### src/ide_pkg.sv
`timescale 1ns / 1ps

package ide_pkg;

  // Field widths fixed by the request and result formats
  localparam int FUNC_W  = 3;
  localparam int POS_W   = 4;
  localparam int DATA_W  = 64;
  localparam int STAT_W  = 2;
  localparam int COUNT_W = 5;

  // Request codes
  localparam logic [FUNC_W-1:0] FN_PUSH_FRONT = 3'd0;
  localparam logic [FUNC_W-1:0] FN_PUSH_BACK  = 3'd1;
  localparam logic [FUNC_W-1:0] FN_POP_FRONT  = 3'd2;
  localparam logic [FUNC_W-1:0] FN_POP_BACK   = 3'd3;
  localparam logic [FUNC_W-1:0] FN_INSERT     = 3'd4;
  localparam logic [FUNC_W-1:0] FN_ERASE      = 3'd5;

  // Status codes
  localparam logic [STAT_W-1:0] ST_OK   = 2'd0;
  localparam logic [STAT_W-1:0] ST_OOB  = 2'd1;
  localparam logic [STAT_W-1:0] ST_FULL = 2'd2;

  typedef struct packed {
    logic [FUNC_W-1:0]        func;
    logic [POS_W-1:0]         position;
    logic signed [DATA_W-1:0] value;
  } req_t;

  typedef struct packed {
    logic signed [DATA_W-1:0] popped;
    logic [STAT_W-1:0]        status;
    logic [COUNT_W-1:0]       count;
    logic                     is_empty;
  } rsp_t;

endpackage

### src/ide_core.sv
`timescale 1ns / 1ps

module ide_core #(
  parameter int DEPTH = 16
) (
  input  logic          clk,
  input  logic          rst_n,
  input  logic          upd,
  input  ide_pkg::req_t req,
  output ide_pkg::rsp_t rsp
);

  localparam int CW   = $clog2(DEPTH + 1);
  localparam int IW   = $clog2(DEPTH);
  localparam int CMPW = (CW > ide_pkg::POS_W) ? CW : ide_pkg::POS_W;

  logic signed [ide_pkg::DATA_W-1:0] slots_r   [DEPTH];
  logic signed [ide_pkg::DATA_W-1:0] slots_nxt [DEPTH];
  logic [CW-1:0]   cnt_r;
  logic [CW-1:0]   cnt_nxt;
  logic [CW-1:0]   cnt_m1;
  logic [CMPW-1:0] pos_c;
  logic [CMPW-1:0] cnt_c;
  logic [CMPW-1:0] idx_c;
  logic            full;
  logic            empty;
  logic            pos_oob;
  logic            ins_en;
  logic            rem_en;
  logic signed [ide_pkg::DATA_W-1:0] popped;
  logic [ide_pkg::STAT_W-1:0] status;

  assign cnt_m1  = cnt_r - CW'(1);
  assign pos_c   = CMPW'(req.position);
  assign cnt_c   = CMPW'(cnt_r);
  assign full    = (cnt_r == CW'(DEPTH));
  assign empty   = (cnt_r == '0);
  assign pos_oob = (pos_c >= cnt_c);

  // Decode the request into at most one insert or remove at a single index
  always_comb begin
    ins_en  = 1'b0;
    rem_en  = 1'b0;
    idx_c   = '0;
    popped  = '0;
    status  = ide_pkg::ST_OK;
    cnt_nxt = cnt_r;
    case (req.func)
      ide_pkg::FN_PUSH_FRONT: begin
        if (full) begin
          status = ide_pkg::ST_FULL;
        end else begin
          ins_en = 1'b1;
        end
      end
      ide_pkg::FN_PUSH_BACK: begin
        if (full) begin
          status = ide_pkg::ST_FULL;
        end else begin
          ins_en = 1'b1;
          idx_c  = cnt_c;
        end
      end
      ide_pkg::FN_POP_FRONT: begin
        if (!empty) begin
          rem_en = 1'b1;
          popped = slots_r[0];
        end
      end
      ide_pkg::FN_POP_BACK: begin
        // Dropping the tail needs no move, only the count
        if (!empty) begin
          rem_en = 1'b1;
          idx_c  = CMPW'(cnt_m1);
          popped = slots_r[cnt_m1[IW-1:0]];
        end
      end
      ide_pkg::FN_INSERT: begin
        if (pos_oob) begin
          status = ide_pkg::ST_OOB;
        end else if (full) begin
          status = ide_pkg::ST_FULL;
        end else begin
          ins_en = 1'b1;
          idx_c  = pos_c;
        end
      end
      ide_pkg::FN_ERASE: begin
        if (pos_oob) begin
          status = ide_pkg::ST_OOB;
        end else begin
          rem_en = 1'b1;
          idx_c  = pos_c;
        end
      end
      default: begin
      end
    endcase
    if (ins_en) begin
      cnt_nxt = cnt_r + CW'(1);
    end else if (rem_en) begin
      cnt_nxt = cnt_m1;
    end
  end

  // Each slot compares its own position with the index: shift, load or hold
  for (genvar i = 0; i < DEPTH; i++) begin : g_slot
    localparam logic [CMPW-1:0] ME = CMPW'(i);
    logic signed [ide_pkg::DATA_W-1:0] below;
    logic signed [ide_pkg::DATA_W-1:0] above;

    if (i == 0) begin : g_lo
      assign below = slots_r[0];
    end else begin : g_mid
      assign below = slots_r[i-1];
    end

    if (i == DEPTH - 1) begin : g_hi
      assign above = slots_r[i];
    end else begin : g_up
      assign above = slots_r[i+1];
    end

    always_comb begin
      slots_nxt[i] = slots_r[i];
      if (ins_en && (ME == idx_c)) begin
        slots_nxt[i] = req.value;
      end else if (ins_en && (ME > idx_c)) begin
        slots_nxt[i] = below;
      end else if (rem_en && (ME >= idx_c)) begin
        slots_nxt[i] = above;
      end
    end
  end

  // Element storage, no reset needed
  always_ff @(posedge clk) begin
    if (upd) begin
      slots_r <= slots_nxt;
    end
  end

  always_ff @(posedge clk) begin
    if (!rst_n) begin
      cnt_r <= '0;
    end else if (upd) begin
      cnt_r <= cnt_nxt;
    end
  end

  assign rsp.popped   = popped;
  assign rsp.status   = status;
  assign rsp.count    = ide_pkg::COUNT_W'(cnt_nxt);
  assign rsp.is_empty = (cnt_nxt == '0);

endmodule

### src/indexed_deque_engine.sv
`timescale 1ns / 1ps

// Indexed deque of up to DEPTH signed 64-bit elements with push/pop at either
// end and insert/erase at an index. Every request is registered on entry,
// resolved by per-slot shift logic, and its result lands in an output register,
// so a new transaction is accepted every cycle while the output register is free.
// Throughput is one transaction
// per cycle; it drops only while out_stall holds a result in the output
// register. The slot array needs no clearing after reset.
module indexed_deque_engine #(
  parameter int DEPTH = 16
) (
  input  logic          clk,
  input  logic          rst_n,
  input  logic          in_valid,
  output logic          in_stall,
  input  ide_pkg::req_t in_data,
  output logic          out_valid,
  input  logic          out_stall,
  output ide_pkg::rsp_t out_data
);

  logic          req_valid_r;
  ide_pkg::req_t req_r;
  logic          out_valid_r;
  ide_pkg::rsp_t out_data_r;
  ide_pkg::rsp_t rsp;
  logic          out_free;
  logic          advance;

  // Pipeline flow control
  assign out_free = !out_valid_r || !out_stall;
  assign advance  = req_valid_r && out_free;
  assign in_stall = req_valid_r && !out_free;

  // Input register
  always_ff @(posedge clk) begin
    if (!rst_n) begin
      req_valid_r <= 1'b0;
    end else if (!in_stall) begin
      req_valid_r <= in_valid;
    end
  end

  always_ff @(posedge clk) begin
    if (in_valid && !in_stall) begin
      req_r <= in_data;
    end
  end

  ide_core #(
    .DEPTH (DEPTH)
  ) u_core (
    .clk   (clk),
    .rst_n (rst_n),
    .upd   (advance),
    .req   (req_r),
    .rsp   (rsp)
  );

  // Result register
  always_ff @(posedge clk) begin
    if (!rst_n) begin
      out_valid_r <= 1'b0;
    end else if (out_free) begin
      out_valid_r <= req_valid_r;
    end
  end

  always_ff @(posedge clk) begin
    if (advance) begin
      out_data_r <= rsp;
    end
  end

  assign out_valid = out_valid_r;
  assign out_data  = out_data_r;

endmodule

### config.mk
export PLATFORM = sky130hd
export DESIGN_NAME = indexed_deque_engine
export DESIGN_NICKNAME = d
export VERILOG_FILES = /design/src/ide_pkg.sv /design/src/ide_core.sv /design/src/indexed_deque_engine.sv
export SDC_FILE = /design/constraint.sdc
export NUM_CORES = 2
export LEC_CHECK = 0
export ABC_AREA = 0
export CELL_PAD_IN_SITES_DETAIL_PLACEMENT = 1
export CELL_PAD_IN_SITES_GLOBAL_PLACEMENT = 1
export CORE_MARGIN = 3
export CORE_UTILIZATION = 40
export CTS_CLUSTER_DIAMETER = 50
export CTS_CLUSTER_SIZE = 12
export DETAILED_ROUTE_END_ITERATION = 7
export DONT_BUFFER_PORTS = 1
export PLACE_DENSITY = 0.69
export SLEW_MARGIN = 10
export SYNTH_ARGS = -nofsm -noshare
export SYNTH_HDL_FRONTEND = slang
export SYNTH_HIERARCHICAL = 1
export SYNTH_SLANG_ARGS = --single-unit
export TNS_END_PERCENT = 50
### constraint.sdc
create_clock -name clk -period 15.7 [get_ports clk]
set_clock_uncertainty 0.2 [all_clocks]
set_input_delay 3.14 -clock clk [delete_from_list [all_inputs] [get_ports clk]]
set_output_delay 3.14 -clock clk [all_outputs]
set_load 0.005 [all_outputs]
==> results summary <==
edfxtp_1 takes more of the synthesized area than any other cell. The global-route wire length before repair is 357 mm. The proportion of synthesized chip area in sequential cells is 0.545. The final worst hold slack came out at 0.338 ns.

The number of buffers inserted by post-CTS setup repair is 0. The count of endpoints failing hold in the final timing report is 0. TritonCTS built the clock tree.

The leakage power is 23.8 nW. The power per cell area came out at 123 nW/µm². The DRC violations left is 0. The flow ran to the end, and the final reports show no timing, DRC or antenna violations. The detail-routed net length per standard cell is 33.5 µm. The count of flip-flops with a built-in enable after synthesis came out at 1,167. The routed design could run at a clock period as short as 7.49 ns. Setup repair after global routing left no endpoint under its margin.

The final layout contains routed wiring with a total length of 246 mm. The most repeated cell in the gate-level netlist after synthesis is edfxtp_1. The number of iterations in the first detailed-routing pass is 6. The clock transition at the registers of the reported paths came out at 0.06 ns. The multi-input combinational cells in the finished layout cover a total of 27,000 µm². Counting instances in the post-synthesis netlist gives the leading cell types as 1,167 x edfxtp_1, 981 x nand2_1, 290 x clkbuf_1. Global routing finished with a remaining overflow of 0.

The core region area came out at 159,000 µm². The quantity of hold-fixing buffers added after cts came out at 0. The async set-reset flop share out of synthesis came out at 0.

The count of distinct cell types in the synthesized netlist came out at 81. The delay contributed by the slowest stage of the critical path is 0.83 ns. At the later pin of the worst-skew pair, clock insertion delay measures 0.82 ns. By area the synthesized netlist is led by edfxtp_1 54%, mux4_2 8.9%, nand2_1 5.7%, mux2i_1 4.4%, a221o_1 2.9%. The post-synthesis to final-layout area growth came out at 9.89%. On the critical path the largest part of the delay comes from buffers and inverters. The critical path is of the register to register type. The congestion estimate from routability-driven global placement came to 0.828. The cell count of the worst hold path came out at 2.

The placement row count is 146. The summed negative setup slack over all endpoints is 0 ns. The effective utilization at floorplan is 0.405. In this run, the number of DRC markers left after iteration 0 of detailed routing was 6,658. The area of the die is 166,000 µm². The floorplan step set the die width to 408 µm. From bottom edge to top edge, the die measures 408 µm. The maximum resistive drop on vdd is 0.109 mV. The number of nets in the finished design came out at 5,165. The maximum net fanout on the critical path is 42. The logic depth of the worst path, buffers included is 14. The maximum clock path buffer count is 3. The total number of yosys warnings came out at 6. The number of clock buffers inserted by TritonCTS is 152. Entering global routing, the biggest net connects 193 pins.

The sequential standard cell area is 35,200 µm². The worst path buffer plus inverter count is 6. The detailed-route vias per instance came out at 6.73. The initial antenna violation count is 9. The share of synthesized area in the top cell type comes to 0.542. Prior to clock tree synthesis, the placed netlist has a worst setup slack of 8.40 ns.

Based on the critical path, the design can be clocked at up to 0.134 GHz. The count of state elements after synthesis came out at 1,174. The tightest min-delay check is of the register to register type. In this run the cell area of the synthesized design comes to 64,600 µm². Counting the fill cells in the layout gives 16,400. The worst setup path is captured at a register. A synthesized cell averages 12.0 µm². The remaining antenna violation count came out at 0.

The final max-slew violation count is 0. The number of clock sinks came out at 1,174. The number of maximum-capacitance constraint violations came out at 0. After layout, the worst setup slack is 8.21 ns. The H-tree level count came out at 4. The gate count after technology mapping came out at 5,363. Once the clock tree was built, the resizer swapped 0 gates to a different size. The worst max-slew margin expressed relative to the limit is 0.160. The depth of the worst register-to-register path is 14. For this design, the slowest cell found on the critical path is buf_4. Input and output buffers added on the ports amount to 0. The placed wire-length estimate after detailed placement is 134 mm.

Among all flip-flop cells after synthesis, the most frequent one is edfxtp_1. For the worst setup path, the data required time is 15.92 ns. The final setup violation count came out at 0. STA puts the critical path data arrival time at 7.71 ns. The placed standard-cell area is 65,900 µm². The I/O pin count came out at 149. For the pin with the worst max-slew slack, the measured transition is 1.26 ns. The tree is rooted in a clkbuf_16. The fraction of final layout cells with drive strength greater than 1 is 0.173. For this run, the total global-route usage over all layers was measured as 0.287.

With fillers left out, the area of the finished cells amounts to 71,000 µm². The number of vias in the routed layout is 49,500. The type of element launching the critical path is a register. The number of global-route vias before repair is 50,300. The final period utilization is 0.477. The most numerous cell type found on the critical path is buf_4. The critical path goes through inv_1, ha_4, nor4b_4, buf_4, buf_4, nor3_1, o21ai_1, and2_4, nand2b_4, buf_4, a21oi_1, nor2_4, buf_4, buf_4. The number of nets handed over by synthesis was 5,445.
-- per-stage QoR --
step | cells | total power, mW | util
3_3_place_gp | 7075 | 5.10 | 0.413
5_1_grt | 7348 | 8.97 | 0.445
4_1_cts | 7348 | 8.74 | 0.445
2_1_floorplan | 5363 | 4.68 | -
3_5_place_dp | 7075 | 5.14 | 0.413
6_report | 7351 | 8.72 | 0.445
-- state kept, by name (all words and copies together), names as in the netlist --
| name | cells |
|---|---|
| out_data | 72 |
| req_valid_r | 1 |
| u_core/g_slot.above | 832 |
| out_valid | 1 |
| req_r | 71 |
| u_core/g_slot.below | 192 |
| u_core/cnt_c | 5 |
-- cells by family (layout without fill, tap and decap cells) --
kind of cell | Yosys count | in the layout | synth area share
compound gates | 1371 | 1371 | 0.149
flops | 1174 | 1174 | 0.545
fa+ha+maj | 7 | 7 | 0.00136
xor+xnor | 9 | 9 | 0.00122
buf+inv | 593 | 432 | 0.0442
simple gates | 1542 | 1542 | 0.101
mux | 667 | 667 | 0.158
other cells | 0 | 3 | 0
-- worst min-delay path, stage by stage (launching register included) --
cell	delay, ns
dfxtp_1	0.35
a21oi_1	0.05
nor2b_1	0.10
-- per-layer routing --
metal / up-vias / global-route usage / wire length (µm)
met5: - / 0 / 38
met4: 6 / 0.115 / 10100
met3: 574 / 0.0558 / 23600
met2: 2972 / 0.456 / 113000
met1: 25700 / 0.388 / 99100
li1: 20200 / - / -
-- final cells by class --
class	count	area share
sequential	1174	0.496
multi-input combinational	3596	0.380
clock buffer	168	0.0550
tap	2146	0.0378
clock inverter	105	0.0165
timing repair buffer	109	0.0124
inverter	50	0.00271
antenna	3	0.000106
-- cell usage in the layout (no fill, tap or decap), drive strengths merged, types with 9 or more instances in the layout --
| cell | netlist | layout |
|---|---|---|
| edfxtp | 1167 | 1167 |
| nand2 | 982 | 982 |
| o21ai | 304 | 304 |
| nor2 | 287 | 287 |
| mux2i | 284 | 284 |
| mux4 | 256 | 256 |
| a21oi | 199 | 199 |
| o22ai | 193 | 193 |
| a221o | 188 | 188 |
| clkbuf | 292 | 168 |
| a22oi | 160 | 160 |
| a31oi | 128 | 128 |
| mux2 | 127 | 127 |
| buf | 251 | 109 |
| inv | 50 | 76 |
| nor2b | 68 | 68 |
| and3 | 65 | 65 |
| a21boi | 65 | 65 |
| nand3 | 55 | 55 |
| o211ai | 54 | 54 |
| clkinv | 0 | 51 |
| nand2b | 40 | 40 |
| o221a | 33 | 33 |
| nor3 | 16 | 16 |
| bufinv | 0 | 15 |
| a32o | 15 | 15 |
| clkinvlp | 0 | 13 |
| nor4 | 9 | 9 |
-- power breakdown --
group / switching (mW) / internal, mW / leakage, nW
combinational: 0.862 / 0.451 / 10.5
sequential: 0.150 / 3.65 / 10.8
clock: 1.53 / 2.08 / 2.46
-- final timing paths --
kind | start | endpoint | slack, ns
max reg2reg | u_core/cnt_c[0]$_SDFFE_PN0P_ | u_core/g_slot[11].below[19]$_DFFE_PP_ | 8.21
min | req_valid_r$_SDFFE_PN0N_ | out_valid$_SDFFE_PN0P_ | 0.34
max | u_core/cnt_c[0]$_SDFFE_PN0P_ | u_core/g_slot[11].below[19]$_DFFE_PP_ | 8.21
min reg2reg | req_valid_r$_SDFFE_PN0N_ | out_valid$_SDFFE_PN0P_ | 0.34
Note: power is estimated with default switching activity, not from simulation.
